===== src/rtl/cbb_pkg.sv =====
// ----------------------------------------------------------------------------
// cbb_pkg
// shared codes, widths and the per-request status record of the byte fifo
// ----------------------------------------------------------------------------
package cbb_pkg;

    localparam int CNT_W  = 9;
    localparam int LEN_W  = 4;
    localparam int DATA_W = 64;
    localparam int BYTES  = 8;

    // request modes
    localparam logic [1:0] MODE_WRITE = 2'd0;
    localparam logic [1:0] MODE_READ  = 2'd1;
    localparam logic [1:0] MODE_PEEK  = 2'd2;
    localparam logic [1:0] MODE_CLEAR = 2'd3;

    // result status codes
    localparam logic [1:0] ST_OK    = 2'd0;
    localparam logic [1:0] ST_EMPTY = 2'd1;
    localparam logic [1:0] ST_FULL  = 2'd2;

    // what travels with a transaction from the commit stage to the output
    typedef struct packed {
        logic [1:0]       status;
        logic [CNT_W-1:0] fill;
        logic [CNT_W-1:0] free;
        logic             read_ok;
        logic [LEN_W-1:0] len;
    } cbb_meta_t;

endpackage


===== src/rtl/circular_byte_buffer_core.sv =====
// ----------------------------------------------------------------------------
// circular_byte_buffer_core
// byte fifo with run-time capacity; write, read, peek or clear of up to
// MAX_BURST bytes per transaction
// ----------------------------------------------------------------------------
// The block takes one request per clock while in_ready is high and returns
// one result per request, in order. Each request passes through the request
// register, the commit stage where status is decided, state is updated and
// the byte lanes are accessed, and the output register where lane data is
// put back into byte order. Back-to-back writes and reads run at full rate
// because the store is split into a power-of-two number of byte lanes, each
// a ram with one write and one registered read port, and any run of up to
// that many consecutive positions touches each lane once.
// Writes and reads are all-or-nothing; a write without room or a read/peek
// of more than the stored bytes changes nothing and reports an error with
// zero read data. Lengths above MAX_BURST act as MAX_BURST. A write of the
// capacity register (0 acts as 1, values above DEPTH act as DEPTH) also
// empties the buffer; it must only be issued while no transaction is in
// flight. No clearing pass is needed after reset: only bytes inside the
// fill level are ever read back.
// ----------------------------------------------------------------------------
module circular_byte_buffer_core #(
    parameter int DEPTH     = 256,
    parameter int MAX_BURST = 8
) (
    input  logic                        clk,
    input  logic                        rst_n,
    // request channel
    input  logic                        in_valid,
    output logic                        in_ready,
    input  logic [1:0]                  mode,
    input  logic [cbb_pkg::LEN_W-1:0]   length,
    input  logic [cbb_pkg::DATA_W-1:0]  write_data,
    // result channel
    output logic                        out_valid,
    input  logic                        out_ready,
    output logic [1:0]                  status,
    output logic [cbb_pkg::DATA_W-1:0]  read_data,
    output logic [cbb_pkg::CNT_W-1:0]   fill_level,
    output logic [cbb_pkg::CNT_W-1:0]   free_space,
    // capacity register
    input  logic                        cfg_write_en,
    input  logic [cbb_pkg::CNT_W-1:0]   cfg_write_data
);

    // lane count is a power of two at least MAX_BURST (and at least two)
    localparam int LB    = (MAX_BURST <= 2) ? 1 : $clog2(MAX_BURST);
    localparam int LANES = 1 << LB;
    // physical ring wraps naturally; keep at least two rows per lane
    localparam int PW    = ($clog2(DEPTH) > LB) ? $clog2(DEPTH) : LB + 1;
    localparam int RW    = PW - LB;
    localparam int ROWS  = 1 << RW;

    logic                          s2_free;
    logic                          commit;
    cbb_pkg::cbb_meta_t            meta;
    logic [LB-1:0]                 head_lo;
    logic [LANES-1:0]              ram_we;
    logic [LANES-1:0][RW-1:0]      ram_waddr;
    logic [LANES-1:0][7:0]         ram_wdata;
    logic [LANES-1:0][RW-1:0]      ram_raddr;
    logic [LANES-1:0][7:0]         lane_rdata;

    // request register, pointer state and lane addressing
    cbb_front #(
        .DEPTH     (DEPTH),
        .MAX_BURST (MAX_BURST),
        .LB        (LB),
        .PW        (PW)
    ) u_front (
        .clk            (clk),
        .rst_n          (rst_n),
        .in_valid       (in_valid),
        .in_ready       (in_ready),
        .mode           (mode),
        .length         (length),
        .write_data     (write_data),
        .cfg_write_en   (cfg_write_en),
        .cfg_write_data (cfg_write_data),
        .s2_free        (s2_free),
        .commit         (commit),
        .meta           (meta),
        .head_lo        (head_lo),
        .ram_we         (ram_we),
        .ram_waddr      (ram_waddr),
        .ram_wdata      (ram_wdata),
        .ram_raddr      (ram_raddr)
    );

    // one byte-wide ram per lane, all read on every committed transaction
    for (genvar j = 0; j < LANES; j++)
    begin : g_bank
        cbb_ram #(
            .WIDTH (8),
            .DEPTH (ROWS)
        ) u_ram (
            .clk   (clk),
            .we    (ram_we[j]),
            .waddr (ram_waddr[j]),
            .wdata (ram_wdata[j]),
            .re    (commit),
            .raddr (ram_raddr[j]),
            .rdata (lane_rdata[j])
        );
    end

    // lane rotation, masking and result register
    cbb_align #(
        .LB (LB)
    ) u_align (
        .clk        (clk),
        .rst_n      (rst_n),
        .commit     (commit),
        .meta       (meta),
        .head_lo    (head_lo),
        .lane_rdata (lane_rdata),
        .s2_free    (s2_free),
        .out_valid  (out_valid),
        .out_ready  (out_ready),
        .status     (status),
        .read_data  (read_data),
        .fill_level (fill_level),
        .free_space (free_space)
    );

endmodule


===== src/rtl/cbb_ram.sv =====
// ----------------------------------------------------------------------------
// cbb_ram
// generic single-write, single-read ram with registered read data
// ----------------------------------------------------------------------------
module cbb_ram #(
    parameter int WIDTH = 8,
    parameter int DEPTH = 32
) (
    input  logic                     clk,
    input  logic                     we,
    input  logic [$clog2(DEPTH)-1:0] waddr,
    input  logic [WIDTH-1:0]         wdata,
    input  logic                     re,
    input  logic [$clog2(DEPTH)-1:0] raddr,
    output logic [WIDTH-1:0]         rdata
);

    logic [WIDTH-1:0] mem [DEPTH];
    logic [WIDTH-1:0] rdata_reg;

    always_ff @(posedge clk)
    begin
        if (we)
        begin
            mem[waddr] <= wdata;
        end
        if (re)
        begin
            rdata_reg <= mem[raddr];
        end
    end

    assign rdata = rdata_reg;

endmodule


===== src/rtl/cbb_front.sv =====
// ----------------------------------------------------------------------------
// cbb_front
// request register, pointer and count state, status decision and lane
// address generation for the banked byte store
// ----------------------------------------------------------------------------
module cbb_front #(
    parameter int DEPTH     = 256,
    parameter int MAX_BURST = 8,
    parameter int LB        = 3,
    parameter int PW        = 8
) (
    input  logic                          clk,
    input  logic                          rst_n,
    input  logic                          in_valid,
    output logic                          in_ready,
    input  logic [1:0]                    mode,
    input  logic [cbb_pkg::LEN_W-1:0]     length,
    input  logic [cbb_pkg::DATA_W-1:0]    write_data,
    input  logic                          cfg_write_en,
    input  logic [cbb_pkg::CNT_W-1:0]     cfg_write_data,
    input  logic                          s2_free,
    output logic                          commit,
    output cbb_pkg::cbb_meta_t            meta,
    output logic [LB-1:0]                 head_lo,
    output logic [(1<<LB)-1:0]            ram_we,
    output logic [(1<<LB)-1:0][PW-LB-1:0] ram_waddr,
    output logic [(1<<LB)-1:0][7:0]       ram_wdata,
    output logic [(1<<LB)-1:0][PW-LB-1:0] ram_raddr
);

    localparam int LANES     = 1 << LB;
    localparam int CAP_RESET = (DEPTH < 256) ? DEPTH : 256;

    logic                        s1_valid_reg;
    logic [1:0]                  s1_mode_reg;
    logic [cbb_pkg::LEN_W-1:0]   s1_len_reg;
    logic [cbb_pkg::DATA_W-1:0]  s1_wdata_reg;

    logic [PW-1:0]               head_reg;
    logic [PW-1:0]               head_next;
    logic [cbb_pkg::CNT_W-1:0]   count_reg;
    logic [cbb_pkg::CNT_W-1:0]   count_next;
    logic [cbb_pkg::CNT_W-1:0]   cap_reg;
    logic [cbb_pkg::CNT_W-1:0]   cap_eff;

    logic [cbb_pkg::LEN_W-1:0]   len_sat;
    logic [cbb_pkg::CNT_W-1:0]   len_ext;
    logic [cbb_pkg::CNT_W-1:0]   room;
    logic [PW-1:0]               tail;
    logic [1:0]                  status_c;
    logic                        write_ok;
    logic                        is_write;

    assign len_sat = (length > cbb_pkg::LEN_W'(MAX_BURST)) ?
                     cbb_pkg::LEN_W'(MAX_BURST) : length;

    always_comb
    begin
        if (cfg_write_data == '0)
        begin
            cap_eff = cbb_pkg::CNT_W'(1);
        end
        else if (32'(cfg_write_data) > DEPTH)
        begin
            cap_eff = cbb_pkg::CNT_W'(DEPTH);
        end
        else
        begin
            cap_eff = cfg_write_data;
        end
    end

    assign commit   = s1_valid_reg && s2_free;
    assign in_ready = !s1_valid_reg || s2_free;

    // request register
    always_ff @(posedge clk or negedge rst_n)
    begin
        if (!rst_n)
        begin
            s1_valid_reg <= 1'b0;
        end
        else if (in_ready)
        begin
            s1_valid_reg <= in_valid;
        end
    end

    always_ff @(posedge clk)
    begin
        if (in_ready && in_valid)
        begin
            s1_mode_reg  <= mode;
            s1_len_reg   <= len_sat;
            s1_wdata_reg <= write_data;
        end
    end

    // status and next state
    assign len_ext = cbb_pkg::CNT_W'(s1_len_reg);
    assign room    = cap_reg - count_reg;
    assign tail    = head_reg + PW'(count_reg);

    always_comb
    begin
        status_c   = cbb_pkg::ST_OK;
        head_next  = head_reg;
        count_next = count_reg;
        case (s1_mode_reg)
            cbb_pkg::MODE_WRITE:
            begin
                if (len_ext > room)
                begin
                    status_c = cbb_pkg::ST_FULL;
                end
                else
                begin
                    count_next = count_reg + len_ext;
                end
            end
            cbb_pkg::MODE_READ:
            begin
                if (len_ext > count_reg)
                begin
                    status_c = cbb_pkg::ST_EMPTY;
                end
                else
                begin
                    head_next  = head_reg + PW'(s1_len_reg);
                    count_next = count_reg - len_ext;
                end
            end
            cbb_pkg::MODE_PEEK:
            begin
                if (len_ext > count_reg)
                begin
                    status_c = cbb_pkg::ST_EMPTY;
                end
            end
            default:
            begin
                head_next  = '0;
                count_next = '0;
            end
        endcase
    end

    assign is_write = (s1_mode_reg == cbb_pkg::MODE_WRITE);
    assign write_ok = is_write && (status_c == cbb_pkg::ST_OK);

    always_ff @(posedge clk or negedge rst_n)
    begin
        if (!rst_n)
        begin
            head_reg  <= '0;
            count_reg <= '0;
            cap_reg   <= cbb_pkg::CNT_W'(CAP_RESET);
        end
        else if (cfg_write_en)
        begin
            head_reg  <= '0;
            count_reg <= '0;
            cap_reg   <= cap_eff;
        end
        else if (commit)
        begin
            head_reg  <= head_next;
            count_reg <= count_next;
        end
    end

    assign meta.status  = status_c;
    assign meta.fill    = count_next;
    assign meta.free    = cap_reg - count_next;
    assign meta.read_ok = ((s1_mode_reg == cbb_pkg::MODE_READ) ||
                           (s1_mode_reg == cbb_pkg::MODE_PEEK)) &&
                          (status_c == cbb_pkg::ST_OK);
    assign meta.len     = s1_len_reg;
    assign head_lo      = head_reg[LB-1:0];

    // lane j holds every position whose low bits equal j
    for (genvar j = 0; j < LANES; j++)
    begin : g_lane
        logic [LB-1:0] woffs;
        logic [LB-1:0] roffs;
        logic [PW-1:0] wpos;
        logic [PW-1:0] rpos;

        assign woffs = LB'(j) - tail[LB-1:0];
        assign roffs = LB'(j) - head_reg[LB-1:0];
        assign wpos  = tail + PW'(woffs);
        assign rpos  = head_reg + PW'(roffs);

        assign ram_we[j]    = commit && write_ok &&
                              (cbb_pkg::LEN_W'(woffs) < s1_len_reg);
        assign ram_waddr[j] = wpos[PW-1:LB];
        assign ram_raddr[j] = rpos[PW-1:LB];
        assign ram_wdata[j] = s1_wdata_reg[{woffs, 3'b000} +: 8];
    end

    assert property (@(posedge clk) disable iff (!rst_n)
        count_reg <= cap_reg)
        else $error("byte count above capacity");

    assert property (@(posedge clk) disable iff (!rst_n)
        (cap_reg != '0) && (32'(cap_reg) <= DEPTH))
        else $error("capacity register out of range");

    assert property (@(posedge clk) disable iff (!rst_n)
        commit && (status_c != cbb_pkg::ST_OK) |-> (ram_we == '0))
        else $error("store written by a failed request");

    assert property (@(posedge clk) disable iff (!rst_n)
        commit && (status_c != cbb_pkg::ST_OK) && !cfg_write_en
        |=> $stable(count_reg) && $stable(head_reg))
        else $error("state changed by a failed request");

endmodule


===== src/rtl/cbb_align.sv =====
// ----------------------------------------------------------------------------
// cbb_align
// holds the committed transaction while lane data returns, then rotates
// the lanes into byte order, masks unused bytes and registers the result
// ----------------------------------------------------------------------------
module cbb_align #(
    parameter int LB = 3
) (
    input  logic                           clk,
    input  logic                           rst_n,
    input  logic                           commit,
    input  cbb_pkg::cbb_meta_t             meta,
    input  logic [LB-1:0]                  head_lo,
    input  logic [(1<<LB)-1:0][7:0]        lane_rdata,
    output logic                           s2_free,
    output logic                           out_valid,
    input  logic                           out_ready,
    output logic [1:0]                     status,
    output logic [cbb_pkg::DATA_W-1:0]     read_data,
    output logic [cbb_pkg::CNT_W-1:0]      fill_level,
    output logic [cbb_pkg::CNT_W-1:0]      free_space
);

    logic                          s2_valid_reg;
    cbb_pkg::cbb_meta_t            s2_meta_reg;
    logic [LB-1:0]                 s2_head_lo_reg;
    logic                          out_valid_reg;
    logic [1:0]                    status_reg;
    logic [cbb_pkg::DATA_W-1:0]    read_data_reg;
    logic [cbb_pkg::CNT_W-1:0]     fill_reg;
    logic [cbb_pkg::CNT_W-1:0]     free_reg;
    logic [cbb_pkg::DATA_W-1:0]    rdata_c;
    logic                          adv;

    assign adv     = s2_valid_reg && (!out_valid_reg || out_ready);
    assign s2_free = !s2_valid_reg || !out_valid_reg || out_ready;

    always_ff @(posedge clk or negedge rst_n)
    begin
        if (!rst_n)
        begin
            s2_valid_reg  <= 1'b0;
            out_valid_reg <= 1'b0;
        end
        else
        begin
            if (commit)
            begin
                s2_valid_reg <= 1'b1;
            end
            else if (adv)
            begin
                s2_valid_reg <= 1'b0;
            end
            if (adv)
            begin
                out_valid_reg <= 1'b1;
            end
            else if (out_ready)
            begin
                out_valid_reg <= 1'b0;
            end
        end
    end

    always_ff @(posedge clk)
    begin
        if (commit)
        begin
            s2_meta_reg    <= meta;
            s2_head_lo_reg <= head_lo;
        end
        if (adv)
        begin
            status_reg    <= s2_meta_reg.status;
            read_data_reg <= rdata_c;
            fill_reg      <= s2_meta_reg.fill;
            free_reg      <= s2_meta_reg.free;
        end
    end

    // byte i sits in the lane just past the head lane by i
    always_comb
    begin
        for (int i = 0; i < cbb_pkg::BYTES; i++)
        begin
            if (s2_meta_reg.read_ok && (cbb_pkg::LEN_W'(i) < s2_meta_reg.len))
            begin
                rdata_c[8*i +: 8] = lane_rdata[LB'(i) + s2_head_lo_reg];
            end
            else
            begin
                rdata_c[8*i +: 8] = 8'h00;
            end
        end
    end

    assign out_valid  = out_valid_reg;
    assign status     = status_reg;
    assign read_data  = read_data_reg;
    assign fill_level = fill_reg;
    assign free_space = free_reg;

    assert property (@(posedge clk) disable iff (!rst_n)
        out_valid_reg && (status_reg != cbb_pkg::ST_OK) |-> (read_data_reg == '0))
        else $error("failed request returned data");

endmodule

===== config.mk =====
export PLATFORM = sky130hd
export DESIGN_NAME = circular_byte_buffer_core
export DESIGN_NICKNAME = d
export VERILOG_FILES = /design/src/rtl/cbb_pkg.sv /design/src/rtl/circular_byte_buffer_core.sv /design/src/rtl/cbb_ram.sv /design/src/rtl/cbb_front.sv /design/src/rtl/cbb_align.sv
export SDC_FILE = /design/constraint.sdc
export NUM_CORES = 2
export LEC_CHECK = 0
export ABC_AREA = 1
export BUFFER_PORTS_ARGS = -buffer_cell sky130_fd_sc_hd__buf_4
export CAP_MARGIN = 0
export CORE_MARGIN = 2
export CORE_UTILIZATION = 55
export CTS_CLUSTER_DIAMETER = 40
export DETAILED_ROUTE_END_ITERATION = 12
export PLACE_DENSITY = 0.8
export SYNTH_ARGS = -nofsm -noshare
export SYNTH_HDL_FRONTEND = slang
export SYNTH_SLANG_ARGS = --single-unit

===== constraint.sdc =====
create_clock -name clk -period 6.8 [get_ports clk]
set_input_delay 1.02 -clock clk [delete_from_list [all_inputs] [get_ports clk]]
set_output_delay 1.02 -clock clk [all_outputs]
set_load 0.05 [all_outputs]

==> results.yml <==
outcome:
  status: "complete, no violations"
clock_network:
  cts_sinks: 2323
  h-tree-depth: 5
  cts_buffers: 307
  post_cts_buffers: 0
  clk_path_buf_depth: 4
  cts_root_buf: "clkbuf_16"
  cts_resized: 0
  ctsHoldBuffers: 0
  clkLatencyLatePin_ns: 0.95
  cts_tree: "built"
  clk_pin_slew_ns: 0.06
drt:
  drc: 0
  drt-total-wl_um: 295000
  wl_per_cell_um: 23.0
  ant_nets: 0
  first_iter_violations: 11600
  drt_first_pass_iters: 9
  detail_route.vias_per_cell: 5.88
  vias: 75600
sta:
  timing.setup.tns_ns: 0
  rsz0062_at_grt: "no"
  timing.final.hold_violations: 0
  fin_crit_sh_pct: 92.1
  period_needed_ns: 6.26
  setup-violations-final: 0
  whs_ns: 0.0484
  fin_worst_skew_ns: 0.0671
  fmaxAchievable_mhz: 160
  slew_headroom_pct: 15.7
  report.final.slew_viol_count: 0
  setup_slack_ns: 0.535
  max_slew.worst_pin.slew_ns: 1.27
synthesis:
  yosysWarnings: 0
  synth_ff_type: "edfxtp_1"
  ys_ff_latch: 2323
  synth_enable_flop_cells: 2294
  synth_nets: 10200
  ys_async_sr_fraction_pct: 1.25
  synth_area_sq_um: 104000
  ys_seq_area_share_pct: 66.6
  synthCells: 10000
  syn_area_per_cell_sq_um: 10.4
  ys_types: 61
critical_path:
  start_kind: "flip-flop"
  cp.arrival_ns: 6.81
  cp_data_required_time_ns: 7.35
  r2r-start: "u_front.head_reg[1]"
  worstPathMaxFanout: 37
  endpoint_kind: "flip-flop"
  path_class: "flip-flop to flip-flop"
  r2r-end: "g_bank[5].u_ram.mem[1][0]"
  reg2regPathDepth: 12
  reg2reg_slack_ns: 0.54
place:
  dp_worst_setup_slack_ns: 0.759
  hpwl_um: 188000
  gp_congestion: 0.984
  dpl_cell_area_sq_um: 108000
  place_inst: 12300
  port-buffer-count: 169
global_route:
  grt_pass1_vias: 72800
  grt_pass1_wl_um: 439000
  grt_max_degree: 124
  gr-total-overflow: 0
  antenna_found_initial: 3
  grt_usage_pct: 30.3
floorplanning:
  start_util_pct: 55.5
  ios: 170
  coreArea_sq_um: 188000
  rows: 159
  dieArea_sq_um: 193000
  die_h_um: 440
  dieWidth_um: 440
final_layout:
  final_cells: 12900
  regMostFlops: "g_bank.u_ram.mem"
  largest_register_ffs: 2048
  fillers: 13800
  num-nets-final: 10300
  final-seq-area_sq_um: 69600
  final_util_pct: 62.8
  final_cell_area_sq_um: 118000
  syn_to_final_growth_pct: 13.2
  multi_input_area_sq_um: 28100
  layout-drive-gt1-share_pct: 9.53
pwr:
  power_mw: 40.6
  swShare_pct: 29.7
  peakVddDrop_mv: 0.388
  power.density_nw_per_um2: 343
  combPwrFrac_pct: 17.0
  power_leakage_nw: 47.3
  switching_power_mw: 12.0
  p_int_mw: 28.6
  power_frac_seq_pct: 44.0
  p_clk_share_pct: 39.1
flow_run:
  maxCapViolations: 0
hold_path:
  hp-class: "input pin to async pin"
[layout make-up]
type / instances / share of cell area [%]
timing repair buffer: 298 / 1.91
multi-input combinational: 5840 / 23.7
clock inverter: 186 / 1.73
clock buffer: 349 / 6.75
tap: 2495 / 2.64
sequential: 2323 / 58.9
inverter: 1364 / 4.34
antenna: 2 / 0.00423
[cell families after synthesis]
group	share of synthesized area, %
AND/OR/NAND/NOR	19.5
AO/OA/AOI/OAI	4.26
buffers and inverters	6.99
flip-flops	66.6
XOR/XNOR	0.714
multiplexers	0.802
adder cells (fa/ha/maj)	1.13
[synthesized netlist by cell type (3+ instances only)]
master	instances	area share [%]
o22ai_1	45	0.27
a22oi_1	3	0.022
ha_1	85	1.0
nand2_1	2428	8.7
o2111ai_1	7	0.059
o21bai_1	4	0.029
fa_1	6	0.11
nor3_1	9	0.043
o21ai_1	12	0.057
mux2_2	14	0.15
buf_4	40	0.29
nor2_1	671	2.4
a22o_1	3	0.025
nor2_2	10	0.060
dfrtp_1	28	0.67
o221ai_1	23	0.19
nand3b_1	3	0.022
o21ai_0	515	2.5
inv_2	27	0.097
nand3_1	1570	7.5
a32oi_1	13	0.11
mux2i_1	68	0.65
clkinv_1	6	0.022
clkbuf_1	256	0.92
xor2_1	35	0.29
edfxtp_1	2294	66
buf_1	40	0.14
nand2b_1	43	0.26
buf_6	5	0.054
or2_2	19	0.11
a31oi_1	29	0.17
xnor2_2	4	0.062
xnor2_1	13	0.11
nand2_2	12	0.072
nand4_1	21	0.13
xor2_2	16	0.25
a211oi_1	9	0.065
o211ai_1	43	0.31
nand3_2	5	0.048
buf_2	140	0.67
a21oi_1	81	0.39
inv_1	1329	4.8
[worst max-delay path: stages, from the launching register on]
cell and delay [ns]:
dfrtp_1 0.66, inv_2 0.17, fa_1 0.78, clkinv_1 0.16, buf_4 0.27, ha_1 0.76
inv_1 0.49, ha_1 0.41, a21oi_1 0.16, nor2_1 0.06, nor2_1 0.50, nand3_1 0.68
nor2_1 0.77
[worst max-delay path by stage]
| stage | to | start | cells after the start |
|---|---|---|---|
| global placement | g_bank[5].u_ram.mem[25][2] | u_front.count_reg[1] | 12 |
| CTS | g_bank[5].u_ram.mem[1][0] | u_front.head_reg[1] | 12 |
| floorplan | u_align.fill_level[0] | out_ready | 2 |
| detailed placement | g_bank[5].u_ram.mem[1][7] | u_front.head_reg[1] | 12 |
| global route | g_bank[5].u_ram.mem[1][0] | u_front.head_reg[1] | 12 |
| finish | g_bank[5].u_ram.mem[1][0] | u_front.head_reg[1] | 12 |
[power by group through the flow]
stage                     Sequential (mW)  Combinational, mW  Clock [mW]
after floorplan                      18.4               3.30           0
after global placement               18.1               6.61           0
after detailed placement             18.1               6.70           0
after CTS                            17.8               6.73        15.9
after global routing                 17.9               7.29        16.5
final                                17.9               6.90        15.9
[per-layer routing]
metal | up-vias | wire length, um | track usage, %
li1 | 34000 | - | -
met1 | 35700 | 106000 | 38.9
met2 | 4891 | 137000 | 48.2
met3 | 1016 | 33200 | 6.00
met4 | 2 | 19500 | 17.8
met5 | - | 13 | 0
[layout by cell type, fill, tap and decap left out, drive strengths merged, types with 45 or more instances in the layout]
cell type / count
nand2: 2441
edfxtp: 2294
nand3: 1575
inv: 1418
nor2: 683
o21ai: 527
clkbuf: 349
buf: 298
ha: 85
clkinv: 84
a21oi: 83
mux2i: 68
xor2: 51
o22ai: 45
No activity file was read; power rests on OpenSTA's default activity.
